==> src/rtl/dpsm_pkg.sv <==
`timescale 1ns / 1ps

package dpsm_pkg;

   // default timestamp width in bits
   localparam int TIME_WIDTH_DEF = 48;

   // quotient and divisor width of the divider
   localparam int QUOT_WIDTH = 32;

   // verdict codes
   localparam logic [2:0] V_RISING      = 3'd0;
   localparam logic [2:0] V_REPEAT_LOW  = 3'd1;
   localparam logic [2:0] V_RISE_BOUNCE = 3'd2;
   localparam logic [2:0] V_DEBOUNCE    = 3'd3;
   localparam logic [2:0] V_ACCEPTED    = 3'd4;

   // register indexes
   localparam logic [1:0] CSR_DEBOUNCE = 2'd0;
   localparam logic [1:0] CSR_WHEEL    = 2'd1;
   localparam logic [1:0] CSR_INIT_LVL = 2'd2;

endpackage : dpsm_pkg

==> src/rtl/dpsm_divider.sv <==
`timescale 1ns / 1ps

// Restoring divider, one quotient bit per cycle. The dividend is taken
// MSB first; a short dividend is left-aligned by the caller and run for
// fewer steps. Only the low QUOT_WIDTH quotient bits are kept.
module dpsm_divider #(
   parameter int DIVIDEND_WIDTH = dpsm_pkg::TIME_WIDTH_DEF
) (
   input  logic                                      clock,
   input  logic                                      reset,
   input  logic                                      start,
   input  logic [DIVIDEND_WIDTH-1:0]                 dividend,
   input  logic [dpsm_pkg::QUOT_WIDTH-1:0]           divisor,
   input  logic [$clog2(DIVIDEND_WIDTH+1)-1:0]       steps,
   output logic                                      busy,
   output logic                                      done,
   output logic [dpsm_pkg::QUOT_WIDTH-1:0]           quotient
);
   import dpsm_pkg::*;

   localparam int STEP_W = $clog2(DIVIDEND_WIDTH + 1);

   logic                      busy_ff, busy_in;
   logic                      done_ff, done_in;
   logic [STEP_W-1:0]         cnt_ff, cnt_in;
   logic [DIVIDEND_WIDTH-1:0] num_ff, num_in;
   logic [QUOT_WIDTH-1:0]     den_ff, den_in;
   logic [QUOT_WIDTH-1:0]     rem_ff, rem_in;
   logic [QUOT_WIDTH-1:0]     quo_ff, quo_in;
   logic [QUOT_WIDTH:0]       trial;
   logic [QUOT_WIDTH:0]       diff;

   // one trial subtraction per step
   assign trial = {rem_ff, num_ff[DIVIDEND_WIDTH-1]};
   assign diff  = trial - {1'b0, den_ff};

   always_comb begin
      busy_in = busy_ff;
      done_in = 1'b0;
      cnt_in  = cnt_ff;
      num_in  = num_ff;
      den_in  = den_ff;
      rem_in  = rem_ff;
      quo_in  = quo_ff;
      if (start) begin
         busy_in = 1'b1;
         cnt_in  = steps;
         num_in  = dividend;
         den_in  = divisor;
         rem_in  = '0;
         quo_in  = '0;
      end else if (busy_ff) begin
         num_in = num_ff << 1;
         cnt_in = cnt_ff - STEP_W'(1);
         if (!diff[QUOT_WIDTH]) begin
            rem_in = diff[QUOT_WIDTH-1:0];
            quo_in = {quo_ff[QUOT_WIDTH-2:0], 1'b1};
         end else begin
            rem_in = trial[QUOT_WIDTH-1:0];
            quo_in = {quo_ff[QUOT_WIDTH-2:0], 1'b0};
         end
         if (cnt_ff == STEP_W'(1)) begin
            busy_in = 1'b0;
            done_in = 1'b1;
         end
      end
   end

   always_ff @(posedge clock) begin
      if (reset) begin
         busy_ff <= 1'b0;
         done_ff <= 1'b0;
      end else begin
         busy_ff <= busy_in;
         done_ff <= done_in;
      end
      cnt_ff <= cnt_in;
      num_ff <= num_in;
      den_ff <= den_in;
      rem_ff <= rem_in;
      quo_ff <= quo_in;
   end

   assign busy     = busy_ff;
   assign done     = done_ff;
   assign quotient = quo_ff;

   // a new division never starts on top of a running one
   assert property (@(posedge clock) disable iff (reset) start |-> !busy_ff)
      else $error("divider started while busy");

   // done follows the last step of a running division
   assert property (@(posedge clock) disable iff (reset)
      done_ff |-> $past(busy_ff) && !busy_ff)
      else $error("divider done without a running division");

   // the step counter never runs out while busy
   assert property (@(posedge clock) disable iff (reset)
      busy_ff |-> cnt_ff != '0)
      else $error("divider busy with zero steps left");

endmodule : dpsm_divider

==> src/rtl/debounced_pulse_speed_meter.sv <==
`timescale 1ns / 1ps

// Channel  Direction  Handshake            Beat contents
// req      in         req_valid/req_ready  req_time_us, req_pin_level
// rsp      out        rsp_valid/rsp_ready  rsp_verdict, rsp_pulse_total,
//                                          rsp_period_ms, rsp_speed_kmh_x10
// csr      in         csr_we               csr_index, csr_wdata
//
// One beat at a time: a req beat is taken only when idle; a nonzero
// speed is divided out in 25 steps on the divider, and an accepted
// pulse that measures a new interval adds the ms conversion (7 bits
// per cycle by reciprocal multiply). reset is synchronous, active high;
// it clears sequencer, pulse history, settings, rsp_valid; no clearing pass.
// The result register holds a finished beat while the next req beat is taken;
// a stalled rsp holds the sequencer only at its final step.
module debounced_pulse_speed_meter #(
   parameter int TIME_WIDTH = dpsm_pkg::TIME_WIDTH_DEF
) (
   input  logic                             clock,
   input  logic                             reset,
   // event beats
   input  logic                             req_valid,
   output logic                             req_ready,
   input  logic [TIME_WIDTH-1:0]            req_time_us,
   input  logic                             req_pin_level,
   // result beats
   output logic                             rsp_valid,
   input  logic                             rsp_ready,
   output logic [2:0]                       rsp_verdict,
   output logic [dpsm_pkg::QUOT_WIDTH-1:0]  rsp_pulse_total,
   output logic [dpsm_pkg::QUOT_WIDTH-1:0]  rsp_period_ms,
   output logic [24:0]                      rsp_speed_kmh_x10,
   // register writes
   input  logic                             csr_we,
   input  logic [1:0]                       csr_index,
   input  logic [15:0]                      csr_wdata
);
   import dpsm_pkg::*;

   localparam int DEB_W  = 26;
   localparam int SPD_W  = 25;
   localparam int STEP_W = $clog2(SPD_W + 1);

   localparam logic [DEB_W-1:0] US_PER_MS    = DEB_W'(1000);
   localparam logic [DEB_W-1:0] GUARD_MAX_US = DEB_W'(10000);
   localparam logic [SPD_W-1:0] KMH_FACTOR   = SPD_W'(360);
   localparam logic [31:0]      STALE_US     = 32'd7200000;
   localparam logic [63:0]      SAT_LIMIT_US = 64'hFFFF_FFFF * 64'd1000;

   // ms conversion: an unsaturated interval fits 42 bits, taken 7 bits a step
   localparam int          MS_W       = 42;
   localparam int          MS_DIGIT   = 7;
   localparam logic [2:0]  MS_STEPS   = 3'(MS_W / MS_DIGIT);
   localparam int          MS_SHIFT   = 21;
   localparam logic [14:0] MS_RECIP   = 15'd16778;   // ceil(2^21 / 125)
   localparam logic [16:0] MS_DIVISOR = 17'(US_PER_MS);

   // sequencer states
   localparam logic [2:0] S_IDLE  = 3'd0;
   localparam logic [2:0] S_CHECK = 3'd1;
   localparam logic [2:0] S_DIVI  = 3'd2;
   localparam logic [2:0] S_MUL   = 3'd3;
   localparam logic [2:0] S_DIVS  = 3'd4;
   localparam logic [2:0] S_OUT   = 3'd5;

   logic [2:0]            state_ff, state_in;
   logic                  pin_ff, pin_in;
   logic [TIME_WIDTH-1:0] now_ff, now_in;
   logic [TIME_WIDTH-1:0] el_rise_ff, el_rise_in;
   logic [TIME_WIDTH-1:0] el_acc_ff, el_acc_in;
   logic [DEB_W-1:0]      deb_us_ff, deb_us_in;
   logic                  lvl_high_ff, lvl_high_in;
   logic [TIME_WIDTH-1:0] rise_ff, rise_in;
   logic [TIME_WIDTH-1:0] acc_time_ff, acc_time_in;
   logic [QUOT_WIDTH-1:0] count_ff, count_in;
   logic [QUOT_WIDTH-1:0] interval_ff, interval_in;
   logic                  seen_ff, seen_in;
   logic [15:0]           debounce_ff, debounce_in;
   logic [15:0]           wheel_ff, wheel_in;
   logic [2:0]            verdict_ff, verdict_in;
   logic                  stale_ff, stale_in;
   logic [SPD_W-1:0]      prod_ff, prod_in;
   logic [SPD_W-1:0]      speed_ff, speed_in;
   logic [MS_W-1:0]       ms_num_ff, ms_num_in;
   logic [9:0]            ms_rem_ff, ms_rem_in;
   logic [QUOT_WIDTH-1:0] ms_quo_ff, ms_quo_in;
   logic [2:0]            ms_cnt_ff, ms_cnt_in;
   logic                  rsp_valid_ff, rsp_valid_in;
   logic [2:0]            rsp_verdict_ff, rsp_verdict_in;
   logic [QUOT_WIDTH-1:0] rsp_total_ff, rsp_total_in;
   logic [QUOT_WIDTH-1:0] rsp_period_ff, rsp_period_in;
   logic [SPD_W-1:0]      rsp_speed_ff, rsp_speed_in;

   logic                  req_fire;
   logic                  out_load;
   logic [DEB_W-1:0]      guard_us;
   logic                  is_bounce;
   logic                  is_debounce;
   logic                  is_sat;
   logic                  accept_now;
   logic                  speed_zero;

   logic [16:0]           ms_x;
   logic [28:0]           ms_prod;
   logic [MS_DIGIT-1:0]   ms_digit;
   logic [16:0]           ms_back;
   logic [16:0]           ms_left;

   logic                  div_start;
   logic [SPD_W-1:0]      div_dividend;
   logic [QUOT_WIDTH-1:0] div_divisor;
   logic [STEP_W-1:0]     div_steps;
   logic                  div_busy;
   logic                  div_done;
   logic [QUOT_WIDTH-1:0] div_quot;

   assign req_fire = req_valid && req_ready;
   assign out_load = (state_ff == S_OUT) && (!rsp_valid_ff || rsp_ready);

   // pulse qualification on registered elapsed times
   assign guard_us    = (deb_us_ff < GUARD_MAX_US) ? deb_us_ff : GUARD_MAX_US;
   assign is_bounce   = el_rise_ff < TIME_WIDTH'(guard_us);
   assign is_debounce = el_acc_ff < TIME_WIDTH'(deb_us_ff);
   assign is_sat      = 64'(el_acc_ff) > SAT_LIMIT_US;
   assign accept_now  = !pin_ff && was_accept_ok();
   assign speed_zero  = stale_ff || (interval_ff == '0) || (interval_ff == '1);

   function automatic logic was_accept_ok();
      return lvl_high_ff && !is_bounce && !is_debounce;
   endfunction

   // one long-division digit by 1000: x/1000 == (x/8)/125, reciprocal exact
   // for x below 128000, remainder stays below 1000
   assign ms_x     = {ms_rem_ff, ms_num_ff[MS_W-1 -: MS_DIGIT]};
   assign ms_prod  = 29'(ms_x[16:3]) * 29'(MS_RECIP);
   assign ms_digit = ms_prod[MS_SHIFT +: MS_DIGIT];
   assign ms_back  = 17'(ms_digit) * MS_DIVISOR;
   assign ms_left  = ms_x - ms_back;

   // divider for the speed from the known interval
   assign div_start    = (state_ff == S_MUL) && !speed_zero;
   assign div_dividend = prod_in;
   assign div_divisor  = interval_ff;
   assign div_steps    = STEP_W'(SPD_W);

   dpsm_divider #(
      .DIVIDEND_WIDTH (SPD_W)
   ) u_div (
      .clock    (clock),
      .reset    (reset),
      .start    (div_start),
      .dividend (div_dividend),
      .divisor  (div_divisor),
      .steps    (div_steps),
      .busy     (div_busy),
      .done     (div_done),
      .quotient (div_quot)
   );

   // sequencer and state update
   always_comb begin
      state_in       = state_ff;
      pin_in         = pin_ff;
      now_in         = now_ff;
      el_rise_in     = el_rise_ff;
      el_acc_in      = el_acc_ff;
      deb_us_in      = deb_us_ff;
      lvl_high_in    = lvl_high_ff;
      rise_in        = rise_ff;
      acc_time_in    = acc_time_ff;
      count_in       = count_ff;
      interval_in    = interval_ff;
      seen_in        = seen_ff;
      debounce_in    = debounce_ff;
      wheel_in       = wheel_ff;
      verdict_in     = verdict_ff;
      stale_in       = stale_ff;
      prod_in        = KMH_FACTOR * SPD_W'(wheel_ff);
      speed_in       = speed_ff;
      ms_num_in      = ms_num_ff;
      ms_rem_in      = ms_rem_ff;
      ms_quo_in      = ms_quo_ff;
      ms_cnt_in      = ms_cnt_ff;
      rsp_valid_in   = rsp_valid_ff && !rsp_ready;
      rsp_verdict_in = rsp_verdict_ff;
      rsp_total_in   = rsp_total_ff;
      rsp_period_in  = rsp_period_ff;
      rsp_speed_in   = rsp_speed_ff;

      case (state_ff)
         S_IDLE: begin
            if (req_fire) begin
               now_in     = req_time_us;
               pin_in     = req_pin_level;
               el_rise_in = req_time_us - rise_ff;
               el_acc_in  = req_time_us - acc_time_ff;
               deb_us_in  = DEB_W'(debounce_ff) * US_PER_MS;
               state_in   = S_CHECK;
            end
         end
         S_CHECK: begin
            lvl_high_in = pin_ff;
            // stale check against the time of the last accepted pulse
            stale_in    = !accept_now && (el_acc_ff > TIME_WIDTH'(STALE_US));
            state_in    = S_MUL;
            if (pin_ff) begin
               rise_in    = now_ff;
               verdict_in = V_RISING;
            end else if (!lvl_high_ff) begin
               verdict_in = V_REPEAT_LOW;
            end else if (is_bounce) begin
               verdict_in = V_RISE_BOUNCE;
            end else if (is_debounce) begin
               verdict_in = V_DEBOUNCE;
            end else begin
               verdict_in  = V_ACCEPTED;
               seen_in     = 1'b1;
               acc_time_in = now_ff;
               count_in    = count_ff + QUOT_WIDTH'(1);
               if (seen_ff) begin
                  if (is_sat) begin
                     interval_in = '1;
                  end else begin
                     ms_num_in = MS_W'(el_acc_ff);
                     ms_rem_in = '0;
                     ms_quo_in = '0;
                     ms_cnt_in = MS_STEPS;
                     state_in  = S_DIVI;
                  end
               end
            end
         end
         S_DIVI: begin
            ms_num_in = ms_num_ff << MS_DIGIT;
            ms_rem_in = ms_left[9:0];
            ms_quo_in = {ms_quo_ff[QUOT_WIDTH-MS_DIGIT-1:0], ms_digit};
            ms_cnt_in = ms_cnt_ff - 3'd1;
            if (ms_cnt_ff == 3'd1) begin
               interval_in = {ms_quo_ff[QUOT_WIDTH-MS_DIGIT-1:0], ms_digit};
               state_in    = S_MUL;
            end
         end
         S_MUL: begin
            speed_in = '0;
            state_in = speed_zero ? S_OUT : S_DIVS;
         end
         S_DIVS: begin
            if (div_done) begin
               speed_in = div_quot[SPD_W-1:0];
               state_in = S_OUT;
            end
         end
         S_OUT: begin
            if (out_load) begin
               rsp_valid_in   = 1'b1;
               rsp_verdict_in = verdict_ff;
               rsp_total_in   = count_ff;
               rsp_period_in  = interval_ff;
               rsp_speed_in   = speed_ff;
               state_in       = S_IDLE;
            end
         end
         default: begin
            state_in = S_IDLE;
         end
      endcase

      // register writes must arrive only while idle; it is not enforced
      if (csr_we) begin
         case (csr_index)
            CSR_DEBOUNCE: debounce_in = csr_wdata;
            CSR_WHEEL:    wheel_in    = csr_wdata;
            CSR_INIT_LVL: lvl_high_in = csr_wdata[0];
            default: begin
            end
         endcase
      end
   end

   always_ff @(posedge clock) begin
      if (reset) begin
         state_ff     <= S_IDLE;
         lvl_high_ff  <= 1'b1;
         rise_ff      <= '0;
         acc_time_ff  <= '0;
         count_ff     <= '0;
         interval_ff  <= '1;
         seen_ff      <= 1'b0;
         debounce_ff  <= '0;
         wheel_ff     <= '0;
         rsp_valid_ff <= 1'b0;
      end else begin
         state_ff     <= state_in;
         lvl_high_ff  <= lvl_high_in;
         rise_ff      <= rise_in;
         acc_time_ff  <= acc_time_in;
         count_ff     <= count_in;
         interval_ff  <= interval_in;
         seen_ff      <= seen_in;
         debounce_ff  <= debounce_in;
         wheel_ff     <= wheel_in;
         rsp_valid_ff <= rsp_valid_in;
      end
      pin_ff         <= pin_in;
      now_ff         <= now_in;
      el_rise_ff     <= el_rise_in;
      el_acc_ff      <= el_acc_in;
      deb_us_ff      <= deb_us_in;
      verdict_ff     <= verdict_in;
      stale_ff       <= stale_in;
      prod_ff        <= prod_in;
      speed_ff       <= speed_in;
      ms_num_ff      <= ms_num_in;
      ms_rem_ff      <= ms_rem_in;
      ms_quo_ff      <= ms_quo_in;
      ms_cnt_ff      <= ms_cnt_in;
      rsp_verdict_ff <= rsp_verdict_in;
      rsp_total_ff   <= rsp_total_in;
      rsp_period_ff  <= rsp_period_in;
      rsp_speed_ff   <= rsp_speed_in;
   end

   assign req_ready         = (state_ff == S_IDLE);
   assign rsp_valid         = rsp_valid_ff;
   assign rsp_verdict       = rsp_verdict_ff;
   assign rsp_pulse_total   = rsp_total_ff;
   assign rsp_period_ms     = rsp_period_ff;
   assign rsp_speed_kmh_x10 = rsp_speed_ff;

   // an accepted pulse bumps the count by exactly one
   assert property (@(posedge clock) disable iff (reset)
      (state_ff == S_CHECK) && accept_now |=> count_ff == $past(count_ff) + QUOT_WIDTH'(1))
      else $error("accepted pulse did not advance the count");

   // a nonzero speed only comes from a known, nonzero interval
   assert property (@(posedge clock) disable iff (reset)
      out_load && (speed_ff != '0) |-> (interval_ff != '0) && (interval_ff != '1))
      else $error("speed reported without a valid interval");

   // the divider is idle whenever a new event can be taken
   assert property (@(posedge clock) disable iff (reset) req_ready |-> !div_busy)
      else $error("event taken while the divider runs");

   // the speed product holds still while it is divided
   assert property (@(posedge clock) disable iff (reset)
      (state_ff == S_DIVS) |-> prod_ff == KMH_FACTOR * SPD_W'(wheel_ff))
      else $error("speed product changed during division");

endmodule : debounced_pulse_speed_meter

==> config.mk <==
export PLATFORM = sky130hd
export DESIGN_NAME = debounced_pulse_speed_meter
export DESIGN_NICKNAME = d
export VERILOG_FILES = /design/src/rtl/dpsm_pkg.sv /design/src/rtl/dpsm_divider.sv /design/src/rtl/debounced_pulse_speed_meter.sv
export SDC_FILE = /design/constraint.sdc
export NUM_CORES = 2
export LEC_CHECK = 0
export ABC_AREA = 1
export BUFFER_PORTS_ARGS = -buffer_cell sky130_fd_sc_hd__buf_2
export CAP_MARGIN = 20
export CORE_ASPECT_RATIO = 1.2
export CORE_UTILIZATION = 50
export CTS_CLUSTER_SIZE = 24
export DETAILED_ROUTE_END_ITERATION = 8
export HOLD_SLACK_MARGIN = 0.15
export PLACE_DENSITY = 0.67
export SYNTH_ARGS = -nofsm -noshare
export SYNTH_HDL_FRONTEND = slang
export SYNTH_HIERARCHICAL = 1
export SYNTH_SLANG_ARGS = --single-unit
==> constraint.sdc <==
create_clock -name clock -period 14.8 [get_ports clock]
set_input_delay 2.96 -clock clock [delete_from_list [all_inputs] [get_ports clock]]
set_output_delay 2.96 -clock clock [all_outputs]
set_load 0.02 [all_outputs]
==> summary.txt <==
Finish
  – Number of nets in the finished design: about 5700
  – Number of fillers in the final layout: 7788
  – Fraction of final layout cells with drive strength greater than 1: 6.991%
  – Final standard cell utilization of the core: 56.13%
  – Area Overhead vs Synth: 10.68%
  – Area of combinational cells with multiple inputs: 21040 um2
  – Register cell area after layout: approximately 18000 um2

Critical path
  – Crit path required time: 15.20 ns
  – Most used cell along the critical path: sky130_fd_sc_hd__ha_1
  – CP bufs+invs: 6
  – Cell with the largest stage delay on the worst path: sky130_fd_sc_hd__xnor2_1
  – Largest delay contributor family on the critical path: adder cells
  – Internal reg-to-reg setup slack: ~7.5 ns
  – Critical R2R Capture: ms_rem_ff[9]$_SDFFCE_PN0P_
  – Arrival time worst endpoint: just under 8 ns
  – Depth of the worst register-to-register path: 34
  – Worst r2r src: ms_rem_ff[8]$_SDFFCE_PN0P_
  – Kind of capture point of the worst setup path: flop
  – Critical Path Start Type: flop
  – Worst Path Max Fanout: 6
  – Delay contributed by the slowest stage of the critical path: ~0.55 ns
  – Critical path type: flop to flop

Routing
  – Routed wirelength normalized by instance count: 17.51 um
  – Count of routing violations after the opening detailed-route iteration: 2220
  – Number of vias per cell: approximately 5.3
  – DRC violation count after routing: 0
  – Antenna Nets Post-Route: 0
  – Post-Route WL: 110800 um
  – Initial DRT Pass Iterations: 5
  – Detailed-route via count: 33377

Timing
  – Least setup slack across all paths after layout: 7.451 ns
  – Achievable clock frequency: 0.1361 GHz
  – Worst max-slew margin expressed relative to the limit: 20.16%
  – Tcrit/Tclk final: 49.66%
  – # setup viols final: 0
  – RSZ-0062 raised after global routing: false
  – Final count of pins violating max slew: 0
  – Time the worst path needs with I/O delays and setup: 7.349 ns
  – Least-Margin Pin Slew: between 1 and 1.5 ns
  – Post-route clock skew: ~0.046 ns
  – Final total negative setup slack: 0 ns
  – Total count of hold-check failures in the final report: 0

Hold path
  – Hold_sp: speed_ff[11]$_SDFFCE_PN0P_
  – Worst Hold Path EP: rsp_speed_kmh_x10[11]$_DFFE_PP_
  – Type of the tightest min-delay check: flop to flop
  – Worst Hold Path Cells: 0

Outcome
  – Result of the run: finished, final reports clean

GRT
  – Grt ovf: 0
  – Wire length of the first global-routing pass: around 180000 um
  – Number of antenna violations at the first check in global routing: 3
  – Via count of the first global-routing pass: ~33000
  – GRT Overall Usage: 25.99%
  – Maximum number of pins on one net before global-route repair: about 170

Power and ir drop
  – Cell area power density: 225.0 nW/um2
  – LEAKAGE: about 21 nW
  – Worst IR Drop VDD: 0.5122 mV
  – Pwr Total: 10.58 mW

Clock tree
  – Number of H-tree levels: 3
  – Inserted Clock Buffers: 76
  – Buffers inserted by post-CTS timing repair: 0
  – Number of buffers inserted for hold repair after clock tree synthesis: 0
  – Insertion delay to the later sink of the worst-skew pair: 0.66 ns
  – CTS tree: built
  – Master cell of the clock root buffer: sky130_fd_sc_hd__clkbuf_16
  – Cells resized by post-CTS repair: 0
  – CTS max path bufs: 3
  – Clk pin slew, worst setup/hold paths: 0.06 ns
  – Clock sinks: 685

Logic synthesis
  – Post-synthesis instance area: 42480 um2
  – Yosys Warn Count: 6
  – Synth Area per Inst: 8.546 um2
  – Synthesized instance count: 4970

Job
  – Maximum Capacitance Violations: 0

Floorplanning
  – Core area: 83750 um2
  – Die outline area: 86130 um2
  – Y dimension of the die: between 300 and 400 um
  – Die Width: 268.1 um
  – Starting Density: between 50% and 60%
  – Site row count: 116
  – Number of top-level pins: 166

Place
  – Detailed-placement wirelength estimate: 86250 um
  – Worst slack at placement: 7.404 ns
  – Number of input and output port buffers inserted: 165
  – Placer Congestion: 0.9791
## per-layer routing
metal	wire length [um]	global-route usage, %	up-vias
li1	-	-	16825
met1	45920	31.53	15612
met2	55660	46.13	724
met3	4473	2.925	216
met4	4764	11.29	0
met5	0	0	-
## how the worst max path moves through the flow
stage	startpoint	endpoint	slack (ns)	depth (start not counted)
after floorplan	req_valid	deb_us_ff[10]$_DFFE_PP_	4.32	2
after global placement	ms_rem_ff[8]$_SDFFCE_PN0P_	ms_rem_ff[9]$_SDFFCE_PN0P_	7.43	34
after detailed placement	ms_rem_ff[8]$_SDFFCE_PN0P_	ms_rem_ff[9]$_SDFFCE_PN0P_	7.40	32
after CTS	ms_rem_ff[8]$_SDFFCE_PN0P_	ms_rem_ff[9]$_SDFFCE_PN0P_	7.36	32
after global routing	ms_rem_ff[8]$_SDFFCE_PN0P_	ms_rem_ff[9]$_SDFFCE_PN0P_	6.99	34
final	ms_rem_ff[8]$_SDFFCE_PN0P_	ms_rem_ff[9]$_SDFFCE_PN0P_	7.45	34
## cell usage in the layout, fill, tap and decap left out, types with 10 or more instances in the layout
master,instances
sky130_fd_sc_hd__nor4_1,30
sky130_fd_sc_hd__nand2_2,22
sky130_fd_sc_hd__nand3b_1,15
sky130_fd_sc_hd__o22ai_1,24
sky130_fd_sc_hd__buf_4,17
sky130_fd_sc_hd__xor2_1,113
sky130_fd_sc_hd__nand3_1,238
sky130_fd_sc_hd__clkbuf_1,22
sky130_fd_sc_hd__fa_1,105
sky130_fd_sc_hd__o21bai_1,15
sky130_fd_sc_hd__nand2_1,984
sky130_fd_sc_hd__dfxtp_1,257
sky130_fd_sc_hd__nand4_1,58
sky130_fd_sc_hd__o21ai_0,242
sky130_fd_sc_hd__a31oi_1,27
sky130_fd_sc_hd__xnor2_1,60
sky130_fd_sc_hd__edfxtp_1,428
sky130_fd_sc_hd__inv_1,793
sky130_fd_sc_hd__conb_1,20
sky130_fd_sc_hd__a21o_1,10
sky130_fd_sc_hd__buf_2,165
sky130_fd_sc_hd__a21oi_1,385
sky130_fd_sc_hd__inv_2,10
sky130_fd_sc_hd__o21a_1,15
sky130_fd_sc_hd__ha_1,376
sky130_fd_sc_hd__o211ai_1,37
sky130_fd_sc_hd__o21ai_1,37
sky130_fd_sc_hd__nor3_1,79
sky130_fd_sc_hd__nor2_1,410
sky130_fd_sc_hd__clkbuf_16,78
## registers in the layout (all words and copies together) (netlist names), 42 cells and up
signal / flops
ms_num_ff: 42
acc_time_ff: 48
now_ff: 48
el_rise_ff: 45
el_acc_ff: 48
rise_ff: 48
## metrics by stage
| step | cells | hold slack (ns) | instance area (um2) |
|---|---|---|---|
| after CTS | 6328 | 0.4184 | 47010 |
| after detailed placement | 6186 | 0.4045 | 44440 |
| after floorplan | 4988 | 0.4003 | 42540 |
| after global routing | 6329 | 0.4225 | 47010 |
| after global placement | 6186 | 0.4046 | 44440 |
| final | 6329 | 0.4177 | 47010 |
## worst register-to-register path: cells and delay by family, from the launching register on
family / cells / cell delay (ns)
simple gates: 12 / 1.32
fa+ha+maj: 12 / 3.87
flops: 1 / 0.50
xor+xnor: 1 / 0.55
buf+inv: 6 / 0.48
compound gates: 3 / 0.42
## where the power goes
part           switching (mW)  internal [mW]  total (mW)
clock                   0.814           1.12        1.93
sequential              0.311           2.66        2.97
combinational            3.61           2.07        5.68
## cell type report
class,count,share of cell area (%)
well taps,1121,2.984
flip-flops and latches,685,38.28
diodes,1,0.005323
clock buffers,105,4.474
inverters,806,6.441
clock inverters,37,0.9795
repair buffers,183,2.071
multi-input cells,3391,44.76
No activity file was read; power rests on OpenSTA's default activity.
